**src/sv/swt_pkg.sv**
```systemverilog
// Package of the sparse weight truncation core: field layout, codes, helpers.
`timescale 1ns / 1ps
`default_nettype none

package swt_pkg;

	// field widths
	localparam int POS_W  = 6;
	localparam int WGT_W  = 32;
	localparam int DEN_W  = 32;
	localparam int KEEP_W = 7;
	localparam int FLR_W  = 16;
	localparam int CFG_W  = 16;

	// stream packing: position, weight, density from bit 0 up
	localparam int WGT_LSB   = POS_W;
	localparam int DEN_LSB   = POS_W + WGT_W;
	localparam int FIELDS_W  = POS_W + WGT_W + DEN_W;
	localparam int TDATA_W   = ((FIELDS_W + 7) / 8) * 8;
	localparam int PAD_W     = TDATA_W - FIELDS_W;
	localparam int TUSER_W   = 2;
	localparam int USR_ZERO  = 0;
	localparam int USR_CLR   = 1;

	// configuration register indexes
	localparam logic CFG_MAX_KEPT      = 1'b0;
	localparam logic CFG_DENSITY_FLOOR = 1'b1;

	// reset values of the configuration registers
	localparam logic [KEEP_W-1:0] MAX_KEPT_RST = 7'd5;
	localparam logic [FLR_W-1:0]  FLOOR_RST    = 16'd66;

	typedef enum logic [2:0] {
		ST_IDLE  = 3'b001,
		ST_PRUNE = 3'b010,
		ST_EMIT  = 3'b100
	} state_t;

	// magnitude of a signed 32-bit word; the most negative value maps to 2^31
	function automatic logic [WGT_W-1:0] mag32(input logic [WGT_W-1:0] v);
		return v[WGT_W-1] ? (~v + 32'd1) : v;
	endfunction

endpackage

`default_nettype wire

```
**src/sv/swt_ram.sv**
```systemverilog
// Generic simple dual-port RAM: one write port, one registered read port.
`timescale 1ns / 1ps
`default_nettype none

module swt_ram #(
	parameter int WIDTH = 33,
	parameter int DEPTH = 32
) (
	input  wire logic                     clk,
	input  wire logic                     we,
	input  wire logic [$clog2(DEPTH)-1:0] waddr,
	input  wire logic [WIDTH-1:0]         wdata,
	input  wire logic [$clog2(DEPTH)-1:0] raddr,
	output logic      [WIDTH-1:0]         rdata
);

	logic [WIDTH-1:0] mem [DEPTH];

	always_ff @(posedge clk) begin
		if (we) begin
			mem[waddr] <= wdata;
		end
		rdata <= mem[raddr];
	end

endmodule

`default_nettype wire

```
**src/sv/sparse_weight_truncation_core.sv**
```systemverilog
// Top level of the sparse weight truncation core (top-k magnitude pruning).
//
//  channel  dir  handshake          payload
//  s_*      in   s_tvalid/s_tready  s_tdata: position, weight, density
//  m_*      out  m_tvalid/m_tready  m_tdata: position, weight, density
//                                   m_tuser: was_zeroed, density_cleared; m_tlast
//  cfg_*    in   cfg_we             cfg_index, cfg_data
//
// s_tready is high only while no vector is being judged. After the load of
// position NUM_VARS-1 a pruning vector is ranked: each stored weight is compared
// against the whole vector through the single read port of the weight RAM, one
// entry per cycle. Each of the NUM_VARS results then passes a RAM read and the
// output register, and waits while m_tready is low. The output register holds a
// result under stall. Reset clears control and configuration only; the RAM needs
// no clearing pass.
`timescale 1ns / 1ps
`default_nettype none

module sparse_weight_truncation_core
	import swt_pkg::*;
#(
	parameter int NUM_VARS = 32
) (
	input  wire logic               clk,
	input  wire logic               arst_n,
	// input items
	input  wire logic               s_tvalid,
	output logic                    s_tready,
	input  wire logic [TDATA_W-1:0] s_tdata,  // position, weight, density, zero pad
	// result items
	output logic                    m_tvalid,
	input  wire logic               m_tready,
	output logic      [TDATA_W-1:0] m_tdata,  // out_position, out_weight, out_density, pad
	output logic      [TUSER_W-1:0] m_tuser,  // was_zeroed, density_cleared
	output logic                    m_tlast,
	// configuration writes
	input  wire logic               cfg_we,
	input  wire logic               cfg_index,
	input  wire logic [CFG_W-1:0]   cfg_data
);

	localparam int AW = (NUM_VARS > 1) ? $clog2(NUM_VARS) : 1;
	localparam logic [AW-1:0] LAST = AW'(NUM_VARS - 1);
	localparam int RW = WGT_W + 1;

	state_t state_q;

	// configuration
	logic [KEEP_W-1:0] max_kept_q;
	logic [FLR_W-1:0]  floor_q;

	// held vector state
	logic [DEN_W-1:0] density_q;
	logic             cleared_q;
	logic             prune_q;

	// prune sweep control
	logic [AW-1:0] i_q, off_q, ptr_q;
	logic          wrap_q, issue_q;
	logic          v_s1, first_s1, last_s1, wrap_s1;
	logic [AW-1:0] i_s1;
	logic [WGT_W-1:0] wi_q, mi_q;
	logic             wi_nz_q;
	logic [AW-1:0]    cnt_q;

	// emit control
	logic [AW-1:0] e_q, e_s1;
	logic          rd_pend_q;

	// output register
	logic             m_tvalid_q;
	logic [POS_W-1:0] out_pos_q;
	logic [WGT_W-1:0] out_wgt_q;
	logic [DEN_W-1:0] out_den_q;
	logic             out_zero_q, out_clr_q, out_last_q;

	// RAM ports
	logic          ram_we;
	logic [AW-1:0] ram_waddr, ram_raddr;
	logic [RW-1:0] ram_wdata, ram_rdata;

	// input unpack
	logic [POS_W-1:0] in_pos;
	logic [WGT_W-1:0] in_wgt;
	logic [DEN_W-1:0] in_den;
	logic [AW-1:0]    in_addr;
	logic             in_range, accept, load, judge;
	logic             den_pos, den_low;

	assign in_pos   = s_tdata[POS_W-1:0];
	assign in_wgt   = s_tdata[WGT_LSB +: WGT_W];
	assign in_den   = s_tdata[DEN_LSB +: DEN_W];
	assign in_addr  = in_pos[AW-1:0];
	assign in_range = {1'b0, in_pos} < (POS_W + 1)'(NUM_VARS);
	assign s_tready = (state_q == ST_IDLE);
	assign accept   = s_tvalid && s_tready;
	assign load     = accept && in_range;
	assign judge    = load && (in_addr == LAST);

	// density check against the floor
	assign den_pos = !density_q[DEN_W-1] && (density_q != '0);
	assign den_low = density_q < {{(DEN_W-FLR_W){1'b0}}, floor_q};

	// ranking of the entry under the sweep against the held weight
	logic [WGT_W-1:0] rd_wgt, mj;
	logic             rd_mark, inc, drop, prune_wr;
	logic [AW-1:0]    cnt_next;

	assign rd_wgt   = ram_rdata[WGT_W-1:0];
	assign rd_mark  = ram_rdata[WGT_W];
	assign mj       = mag32(rd_wgt);
	assign inc      = v_s1 && !first_s1 && (rd_wgt != '0) &&
	                  ((mj > mi_q) || ((mj == mi_q) && !wrap_s1));
	assign cnt_next = cnt_q + AW'(inc);
	assign drop     = wi_nz_q && (8'(cnt_next) >= 8'(max_kept_q));
	assign prune_wr = v_s1 && last_s1;

	// emit read issue: only when the output register is free by the next cycle
	logic emit_issue;
	assign emit_issue = (state_q == ST_EMIT) && !rd_pend_q && (!m_tvalid_q || m_tready);

	// RAM port muxing
	always_comb begin
		ram_we    = load || prune_wr;
		ram_waddr = prune_wr ? i_s1 : in_addr;
		if (prune_wr) begin
			ram_wdata = drop ? {1'b1, WGT_W'(0)} : {1'b0, wi_q};
		end else begin
			ram_wdata = {1'b0, in_wgt};
		end
		ram_raddr = (state_q == ST_PRUNE) ? ptr_q : e_q;
	end

	swt_ram #(
		.WIDTH(RW),
		.DEPTH(NUM_VARS)
	) u_ram (
		.clk  (clk),
		.we   (ram_we),
		.waddr(ram_waddr),
		.wdata(ram_wdata),
		.raddr(ram_raddr),
		.rdata(ram_rdata)
	);

	// configuration registers
	always_ff @(posedge clk or negedge arst_n) begin
		if (!arst_n) begin
			max_kept_q <= MAX_KEPT_RST;
			floor_q    <= FLOOR_RST;
		end else if (cfg_we) begin
			case (cfg_index)
				CFG_MAX_KEPT:      max_kept_q <= cfg_data[KEEP_W-1:0];
				CFG_DENSITY_FLOOR: floor_q    <= cfg_data[FLR_W-1:0];
				default: ;
			endcase
		end
	end

	// control: state, sweep counters, emit counter, output valid
	always_ff @(posedge clk or negedge arst_n) begin
		if (!arst_n) begin
			state_q    <= ST_IDLE;
			density_q  <= '0;
			cleared_q  <= 1'b0;
			prune_q    <= 1'b0;
			i_q        <= '0;
			off_q      <= '0;
			ptr_q      <= '0;
			wrap_q     <= 1'b0;
			issue_q    <= 1'b0;
			v_s1       <= 1'b0;
			e_q        <= '0;
			rd_pend_q  <= 1'b0;
			m_tvalid_q <= 1'b0;
		end else begin
			// a sweep read issued this cycle returns data next cycle
			v_s1 <= (state_q == ST_PRUNE) && issue_q;
			case (state_q)
				ST_IDLE: begin
					if (load && (in_addr == '0)) begin
						density_q <= in_den;
					end
					if (judge) begin
						i_q     <= '0;
						off_q   <= '0;
						ptr_q   <= '0;
						wrap_q  <= 1'b0;
						issue_q <= 1'b1;
						e_q     <= '0;
						if (den_pos && den_low) begin
							density_q <= '0;
							cleared_q <= 1'b1;
							prune_q   <= 1'b0;
							state_q   <= ST_EMIT;
						end else begin
							cleared_q <= 1'b0;
							prune_q   <= den_pos;
							state_q   <= den_pos ? ST_PRUNE : ST_EMIT;
						end
					end
				end
				ST_PRUNE: begin
					// issue one read per cycle, offset 0 is the entry being ranked
					if (issue_q) begin
						if (off_q == LAST) begin
							off_q <= '0;
							if (i_q == LAST) begin
								issue_q <= 1'b0;
							end else begin
								i_q    <= i_q + AW'(1);
								ptr_q  <= i_q + AW'(1);
								wrap_q <= 1'b0;
							end
						end else begin
							off_q <= off_q + AW'(1);
							if (ptr_q == LAST) begin
								ptr_q  <= '0;
								wrap_q <= 1'b1;
							end else begin
								ptr_q <= ptr_q + AW'(1);
							end
						end
					end
					// final write-back of the last entry ends the pass
					if (prune_wr && (i_s1 == LAST)) begin
						state_q <= ST_EMIT;
					end
				end
				ST_EMIT: begin
					if (emit_issue) begin
						if (e_q == LAST) begin
							state_q <= ST_IDLE;
						end else begin
							e_q <= e_q + AW'(1);
						end
					end
				end
				default: state_q <= ST_IDLE;
			endcase

			// read data of an emit read lands in the output register
			rd_pend_q <= emit_issue;
			if (rd_pend_q) begin
				m_tvalid_q <= 1'b1;
			end else if (m_tready) begin
				m_tvalid_q <= 1'b0;
			end
		end
	end

	// payload registers
	always_ff @(posedge clk) begin
		if (state_q == ST_PRUNE && issue_q) begin
			first_s1 <= (off_q == '0);
			last_s1  <= (off_q == LAST);
			wrap_s1  <= wrap_q;
			i_s1     <= i_q;
		end
		if (v_s1) begin
			if (first_s1) begin
				wi_q    <= rd_wgt;
				mi_q    <= mj;
				wi_nz_q <= (rd_wgt != '0);
				cnt_q   <= '0;
			end else begin
				cnt_q <= cnt_next;
			end
		end
		if (emit_issue) begin
			e_s1 <= e_q;
		end
		if (rd_pend_q) begin
			out_pos_q  <= POS_W'(e_s1);
			out_wgt_q  <= rd_wgt;
			out_den_q  <= density_q;
			out_zero_q <= rd_mark && prune_q;
			out_clr_q  <= cleared_q;
			out_last_q <= (e_s1 == LAST);
		end
	end

	assign m_tvalid = m_tvalid_q;
	assign m_tdata  = {{PAD_W{1'b0}}, out_den_q, out_wgt_q, out_pos_q};
	assign m_tuser  = {out_clr_q, out_zero_q};
	assign m_tlast  = out_last_q;

endmodule

`default_nettype wire

```
**config.mk**
```make
export PLATFORM = sky130hd
export DESIGN_NAME = sparse_weight_truncation_core
export DESIGN_NICKNAME = d
export VERILOG_FILES = /design/src/sv/swt_pkg.sv /design/src/sv/swt_ram.sv /design/src/sv/sparse_weight_truncation_core.sv
export SDC_FILE = /design/constraint.sdc
export NUM_CORES = 2
export LEC_CHECK = 0
export BUFFER_PORTS_ARGS = -buffer_cell sky130_fd_sc_hd__buf_2
export CAP_MARGIN = 20
export CORE_ASPECT_RATIO = 1.75
export CORE_MARGIN = 2
export CORE_UTILIZATION = 38
export DETAILED_ROUTE_END_ITERATION = 8
export GPL_TIMING_DRIVEN = 0
export PLACE_DENSITY = 0.54
export SLEW_MARGIN = 30
export SYNTH_ARGS = -nofsm -noshare
export SYNTH_HDL_FRONTEND = slang
export SYNTH_SLANG_ARGS = --single-unit
```
**constraint.sdc**
```tcl
create_clock -name clk -period 6.3 [get_ports clk]
set_input_delay 1.26 -clock clk [delete_from_list [all_inputs] [get_ports clk]]
set_output_delay 1.26 -clock clk [all_outputs]
set_load 0.01 [all_outputs]
```
# ---- Word level (Yosys, flattened, before mapping)
# Memory sizes are Yosys's and may differ from the RTL's. A register that Yosys moved wholly into a read port is not among the register bits.
# Index checks and enable logic that the tools add are counted.
# Widths: inputs -> output; s select.
dict set report op_classes {
  addsub 6
  reduce_logical 43
  mux 47
  n_lt_le_gt_ge 4
  bitwise_logic 2
  eq_ne 21
}
# cell n
set ops {}
lappend ops {{$mux 32} 4}
lappend ops {{$mux 33} 2}
lappend ops {{$mux 5} 13}
lappend ops {{$reduce_bool 32->1} 2}
lappend ops {{$pmux 5 s2} 4}
lappend ops {{$eq 5x5->1 const B} 7}
lappend ops {{$add 32x1->32 const B} 1}
lappend ops {{$eq 32x32->1} 1}
lappend ops {{$gt 32x32->1} 1}
lappend ops {{$lt 32x16->1} 1}
lappend ops {{$not 32->32} 1}
lappend ops {{$add 5x1->5 const B} 4}
lappend ops {{$mux 3} 6}
lappend ops {{$logic_and 1x1->1} 17}
lappend ops {{$mux 1} 15}
lappend ops {{$reduce_and 4->1} 3}
lappend ops {{$logic_not 5->1} 2}
lappend ops {{$ne 2x2->1 const B} 5}
lappend ops {{$reduce_and 2->1} 5}
lappend ops {{$reduce_and 5->1} 2}
lappend ops {{$pmux 3 s3} 1}
lappend ops {{$ge 5x7->1} 1}
lappend ops {{$lt 6x6->1 const B} 1}
lappend ops {{$ne 2x1->1 const B} 3}
lappend ops {{12 further kinds} 21}
dict set report word_totals {
  in_bits 94
  mem_bits_rw 1056
  reg_bits 240
  mem_count 1
  word_cells 154
  out_inout_bits 77
}
# name depth width rd rd_ports_with_merged_regs wr line
set memory_table {}
lappend memory_table {u_ram.mem 32 33 1 1 1 swt_ram.sv:17} ;# logic [WIDTH-1:0] mem [DEPTH];

# ---- Logic depth before layout (Yosys ltp)
dict set report depth {
  depth_word 12
  ltp_mapped 26
  depth_no_buf 25
}

# ---- By module
# A second synthesis with hierarchy kept.
dict set report hier_totals {
  cells_unflattened 3301
  hier_area_um2 52883.2
}
# mod area_each_um2 cells_per_inst n_inst
set modules_own_cells {}
lappend modules_own_cells {swt_ram 41813.9 2332 1}
lappend modules_own_cells {sparse_weight_truncation_core 11069.4 969 1}

# ---- Worst setup path after synthesis
# No wires, ideal clock.
dict set report synth_path {
  path_type {register -> register}
  start {register u_ram.rdata[4], read port of u_ram.mem}
  end {memory u_ram.mem[0][10] (data pin)}
  n_path_buf 1
  stages_incl_launch_ff 25
  setup_ps 454
  setup_slack_ps -341
  t_arrival_ps 6187
  cell_sequence {dfxtp_1 > or4_1 > nor3_1 > nand4_1 > nor2b_1 > nand2_1 > o31ai_1 > xnor2_1 > ha_1 > nand4_1 > nor4_1 > nand2_1 > nor4_1 > nor3b_1 > and3_1 > ha_1 > ha_1 > ha_1 > a21o_1 > a21o_1 > a21o_1 > a21oi_1 > nor4b_1 > clkbuf_1 > o21ai_0}
}
dict set report synth_via {
  elab_chain_cells 12
  word_cells_on_any_way 15
}
# element line
set synth_rtl {}
lappend synth_rtl {{start: declaration} swt_ram.sv:14} ;# output logic [WIDTH-1:0] rdata
lappend synth_rtl {{$not 32->32 *} swt_pkg.sv:41} ;# return v[WGT_W-1] ? (~v + 32'd1) : v;
lappend synth_rtl {{$add 32x1->32 *} swt_pkg.sv:41}
lappend synth_rtl {{$mux 32 *} swt_pkg.sv:41}
lappend synth_rtl {{named net mj[29]} sparse_weight_truncation_core.sv:105} ;# logic [WGT_W-1:0] rd_wgt, mj;
lappend synth_rtl {{branches (longest 2 deep; another with $gt 32x32->1)} --}
lappend synth_rtl {{$logic_or 1x1->1 *} sparse_weight_truncation_core.sv:113} ;# ((mj > mi_q) || ((mj == mi_q) && !wrap_s1));
lappend synth_rtl {{$logic_and 1x1->1 *} sparse_weight_truncation_core.sv:112} ;# assign inc = v_s1 && !first_s1 && (rd_wgt != '0) &&
lappend synth_rtl {{$add 5x1->5 *} sparse_weight_truncation_core.sv:114} ;# assign cnt_next = cnt_q + AW'(inc);
lappend synth_rtl {{named net cnt_next[1]} sparse_weight_truncation_core.sv:107} ;# logic [AW-1:0] cnt_next;
lappend synth_rtl {{$ge 5x7->1 *} sparse_weight_truncation_core.sv:115} ;# assign drop = wi_nz_q && (8'(cnt_next) >= 8'(max_kept_q));
lappend synth_rtl {{$logic_and 1x1->1 *} sparse_weight_truncation_core.sv:115}
lappend synth_rtl {{$mux 33 *} sparse_weight_truncation_core.sv:127} ;# ram_wdata = drop ? {1'b1, WGT_W'(0)} : {1'b0, wi_q};
lappend synth_rtl {{$mux 33 *} sparse_weight_truncation_core.sv:126} ;# if (prune_wr) begin
lappend synth_rtl {{named net ram_wdata[10]} sparse_weight_truncation_core.sv:80} ;# logic [RW-1:0] ram_wdata, ram_rdata;
lappend synth_rtl {{end: declaration} swt_ram.sv:17}
# Mark *: on every way through the listed nets, which the timed path passes.

# ---- Final worst setup path
dict set report layout_path {
  start {register u_ram.rdata[31], read port of u_ram.mem}
  end {memory u_ram.mem[0][6] (data pin)}
}
dict set report layout_via {
  word_cells_on_any_way 15
}
# element line
set layout_lines {}
lappend layout_lines {{$mux 32 *} swt_pkg.sv:41}
lappend layout_lines {{named net mj[5]} sparse_weight_truncation_core.sv:105}
lappend layout_lines {{branches (longest 2 deep; another with $gt 32x32->1)} --}
lappend layout_lines {{$logic_or 1x1->1 *} sparse_weight_truncation_core.sv:113}
lappend layout_lines {{$logic_and 1x1->1 *} sparse_weight_truncation_core.sv:112}
lappend layout_lines {{$add 5x1->5 *} sparse_weight_truncation_core.sv:114}
lappend layout_lines {{named net cnt_next[2]} sparse_weight_truncation_core.sv:107}
lappend layout_lines {{$ge 5x7->1 *} sparse_weight_truncation_core.sv:115}
lappend layout_lines {{$logic_and 1x1->1 *} sparse_weight_truncation_core.sv:115}
lappend layout_lines {{$mux 33 *} sparse_weight_truncation_core.sv:127}
lappend layout_lines {{$mux 33 *} sparse_weight_truncation_core.sv:126}
lappend layout_lines {{named net ram_wdata[6]} sparse_weight_truncation_core.sv:80}
# Marked as above.

==> summary.md <==
| Metric | Value |
|---|---|
| R2R Path End | u_ram.mem[0][6]$_DFFE_PP_ |
| Post-route ant nets | 0 |
| Rel. slew slack | 28.0% |
| CP Launch Type | register |
| Worst EP required | 6.89 ns |
| DIE AREA | 149,000 µm² |
| Core area | 145,000 µm² |
| Ys Warns | 0 |
| Final period util | 107% |
| Yosys top cell area share | 65.6% |
| Worst hold slack | 0.432 ns |
| Routability cong. | 0.908 |
| Vias | 35,100 |
| Mapped Cells | 3,797 |
| HPWL Detailed | 136 mm |
| Layout Skew | 0.0253 ns |
| Die Height | 509 µm |
| Via-to-Cell Ratio | 5.61 |
| CTS tree | built |
| Final worst setup slack | -0.432 ns |
| R2r worst-path depth | 24 |
| Yosys cell types | 67 |
| Largest net degree at the start of global routing | 45 |
| Mapped Avg Cell Area | 14.6 µm² |
| Endpoints failing setup | 1,024 |
| Final core occ | 46.4% |
| HP Class | input port to async pin |
| Max Cap Viol | 0 |
| Leading area contributor after synthesis | edfxtp_1 |
| Final Hold Viols | 0 |
| CTS Buf Count | 114 |
| Max Freq | 149 MHz |
| Congestion Overflow GR | 0 |
| Critical path type | register to register |
| Worst-margin pin slew | 1.08 ns |
| Final Max Slew Viols | 0 |
| Clock Sinks | 1,328 |
| Crit-path most repeated cell | a21o_1 |
| Routed WL | 185 mm |
| Flop-to-flop setup slack | -0.43 ns |
| Crit-path cells | clkbuf_1 -> o41ai_1 -> xnor2_1 -> ha_1 -> a21o_1 -> a21o_1 -> a211oi_1 -> o211ai_1 -> and3_1 -> ha_4 -> ha_4 -> xor2_2 -> ha_1 -> a21o_1 -> a21o_1 -> a21oi_2 -> nor4b_4 -> buf_4 -> buf_8 -> clkbuf_16 -> buf_12 -> o21ai_4 -> buf_12 -> buf_16 |
| Worst path max stage delay | 0.78 ns |
| # rows | 185 |
| Initial antenna violation count | 11 |
| First-pass GRT wire length | 258 mm |
| Overall routing resource usage | 24.4% |
| Post-layout net count | 4,435 |
| Critical Path AT | 7.33 ns |
| Worst-path clk slew | 0.07 ns |
| Outcome | complete, but fails checks |
| Static leakage | 0.0237 µW |
| Area Overhead vs Synth | 21.5% |
| #FFs+latches synth | 1,328 |
| Starting DRT DRC Count | 2,650 |
| First-pass DRT Iterations | 8 |
| Root Buffer Master | clkbuf_16 |
| Period minus WS final | 6.73 ns |
| Clock Latency Late Sink | 0.76 ns |
| Main flop type after synthesis | edfxtp_1 |
| Fraction of layout cells with a size suffix above 1 | 21.9% |
| # port buffers | 165 |
| Cell Pwr Density | 373 nW/µm² |
| CTS max path bufs | 3 |
| Hold_buf cts | 0 |
| Critical path endpoint category | register |
| Async SR Flop Fraction | 6.40% |
| Detailed-route wire length per cell | 29.6 µm |
| Max FO, Critical Path | 21 |
| Critical path's slowest cell | dfxtp_1 |
| Post-synthesis cell area | 55,300 µm² |
| Post-synthesis sequential area ratio | 70.7% |
| Initial core utilization | 38.2% |
| Peak supply drop | 0.222 mV |
| Post-synth EDFFs | 1,210 |
| Failing checks | setup timing |
| H-tree lvl count | 3 |
| R2r startpoint | u_ram.rdata[31]$_DFF_P_ |
| Number of global-route vias before repair | 36,000 |
| IO Count | 171 |
| Die Wd | 292 µm |
| RSZ-0062 raised after global routing | true |
| Top cells by area, synth | edfxtp_1 (66%), mux2i_1 (4.9%), dfrtp_1 (3.6%) |
| DRC violations left | 0 |
[layout by cell type (no fill, tap or decap), types with 65 or more instances in the layout]
master,synthesis,layout
nand3_1,79,79
buf_16,0,89
dfrtp_1,80,79
nand4_1,82,82
mux2i_1,270,270
a32oi_1,65,65
o21ai_0,246,211
nor2_1,108,75
a21oi_1,148,144
clkbuf_16,0,129
edfxtp_1,1210,1210
mux2_2,170,170
buf_2,49,214
clkbuf_1,135,148
nand2_1,530,528
[sequential cells by signal, summed over array words and instances, names as in the netlist, 3 cells and up]
name / count
u_ram.rdata: 33
floor_q: 16
cnt_q: 5
state_q: 3
max_kept_q: 7
i_q: 5
density_q: 32
wi_q: 32
e_s1: 5
out_wgt_q: 32
i_s1: 5
ptr_q: 5
u_ram.mem: 1056
mi_q: 31
off_q: 5
e_q: 5
out_pos_q: 5
out_den_q: 32
[routing by layer]
layer  wire length, µm  track usage [%]  vias up
met5                22                0        -
met4             13200             15.4        4
met3              9220             3.32      430
met2            102000             47.7     1321
met1             60900             23.8    17800
li1                  -                -    15500
[logic make-up after synthesis]
| logic type | synth area share [%] |
|---|---|
| AO/OA/AOI/OAI | 8.29 |
| multiplexers | 8.99 |
| AND/OR/NAND/NOR | 7.51 |
| XOR/XNOR | 0.570 |
| flip-flops | 70.7 |
| adder cells (fa/ha/maj) | 1.45 |
| buffers and inverters | 2.50 |
| other | 0.00678 |
[cell type report]
class	count	area (µm²)
clock inverters	67	576
fillers	12700	77700
diodes	10	25.0
plain buffers	229	1220
flip-flops and latches	1328	39200
well taps	1870	2340
inverters	65	246
multi-input cells	2180	15700
repair buffers	359	4850
clock buffers	148	3090
[cell usage after synthesis, drive strengths merged, types with 5 or more instances]
cell type	number
or3	6
nand2b	10
dfstp	5
xnor2	32
a32o	33
a31oi	37
a21oi	149
dfrtp	80
mux4	13
mux2i	273
o31ai	16
buf	93
a22oi	24
and3	23
nor3b	10
nor4	14
a221oi	32
a21o	26
a32oi	65
nand3	79
nand3b	6
o41ai	5
nand4	82
edfxtp	1210
o21ai	247
clkbuf	136
dfxtp	33
a311o	11
nor3	14
nor2b	23
and2	10
mux2	171
nand2	530
a211oi	27
nor2	108
ha	64
inv	65
[critical path, delay by kind of cell, from the launching register on]
kind,cells,cell delay (ns)
flops,1,0.78
simple gates,2,0.37
xor+xnor,2,0.48
fa+ha+maj,4,0.91
buf+inv,7,1.58
compound gates,9,2.35
[worst max-delay path by stage]
stage | startpoint | endpoint | slack [ns] | cells past startpoint
floorplan | u_ram.rdata[4]$_DFF_P_ | u_ram.mem[0][10]$_DFFE_PP_ | -0.34 | 24
global placement | u_ram.rdata[4]$_DFF_P_ | u_ram.mem[0][6]$_DFFE_PP_ | -6.06 | 23
detailed placement | u_ram.rdata[4]$_DFF_P_ | u_ram.mem[12][32]$_DFFE_PP_ | -2.62 | 25
CTS | u_ram.rdata[5]$_DFF_P_ | u_ram.mem[22][27]$_DFFE_PP_ | -0.46 | 29
global route | u_ram.rdata[11]$_DFF_P_ | u_ram.mem[24][7]$_DFFE_PP_ | -0.47 | 31
finish | u_ram.rdata[31]$_DFF_P_ | u_ram.mem[0][6]$_DFFE_PP_ | -0.43 | 24
[through the flow]
step / TNS, ns / std cells / setup WS (ns) / cell area [µm²] / power (µW)
detailed placement: -2280.70 / 5934 / -2.62 / 61900 / 18000
global route: -360.27 / 6251 / -0.472 / 67200 / 25800
CTS: -354.53 / 6224 / -0.456 / 66800 / 25100
finish: -328.08 / 6256 / -0.432 / 67200 / 25100
global placement: -5278.19 / 5834 / -6.06 / 58500 / 17800
floorplan: -332.30 / 3799 / -0.341 / 55400 / 14600
[repair_timing]
action / 4_1_cts / 5_1_grt
cloned: 10 / 10
buffers inserted: 67 / 13
pin swaps: 48 / 24
setup endpoints to repair: 1057 / 1054
resized for setup: 65 / 35
[power breakdown]
| group | internal [µW] | switching (µW) | leakage, µW |
|---|---|---|---|
| logic | 2500 | 5170 | 0.00969 |
| clock network | 3800 | 3260 | 0.00180 |
| registers | 9960 | 428 | 0.0122 |
No activity file was read; power rests on OpenSTA's default activity.
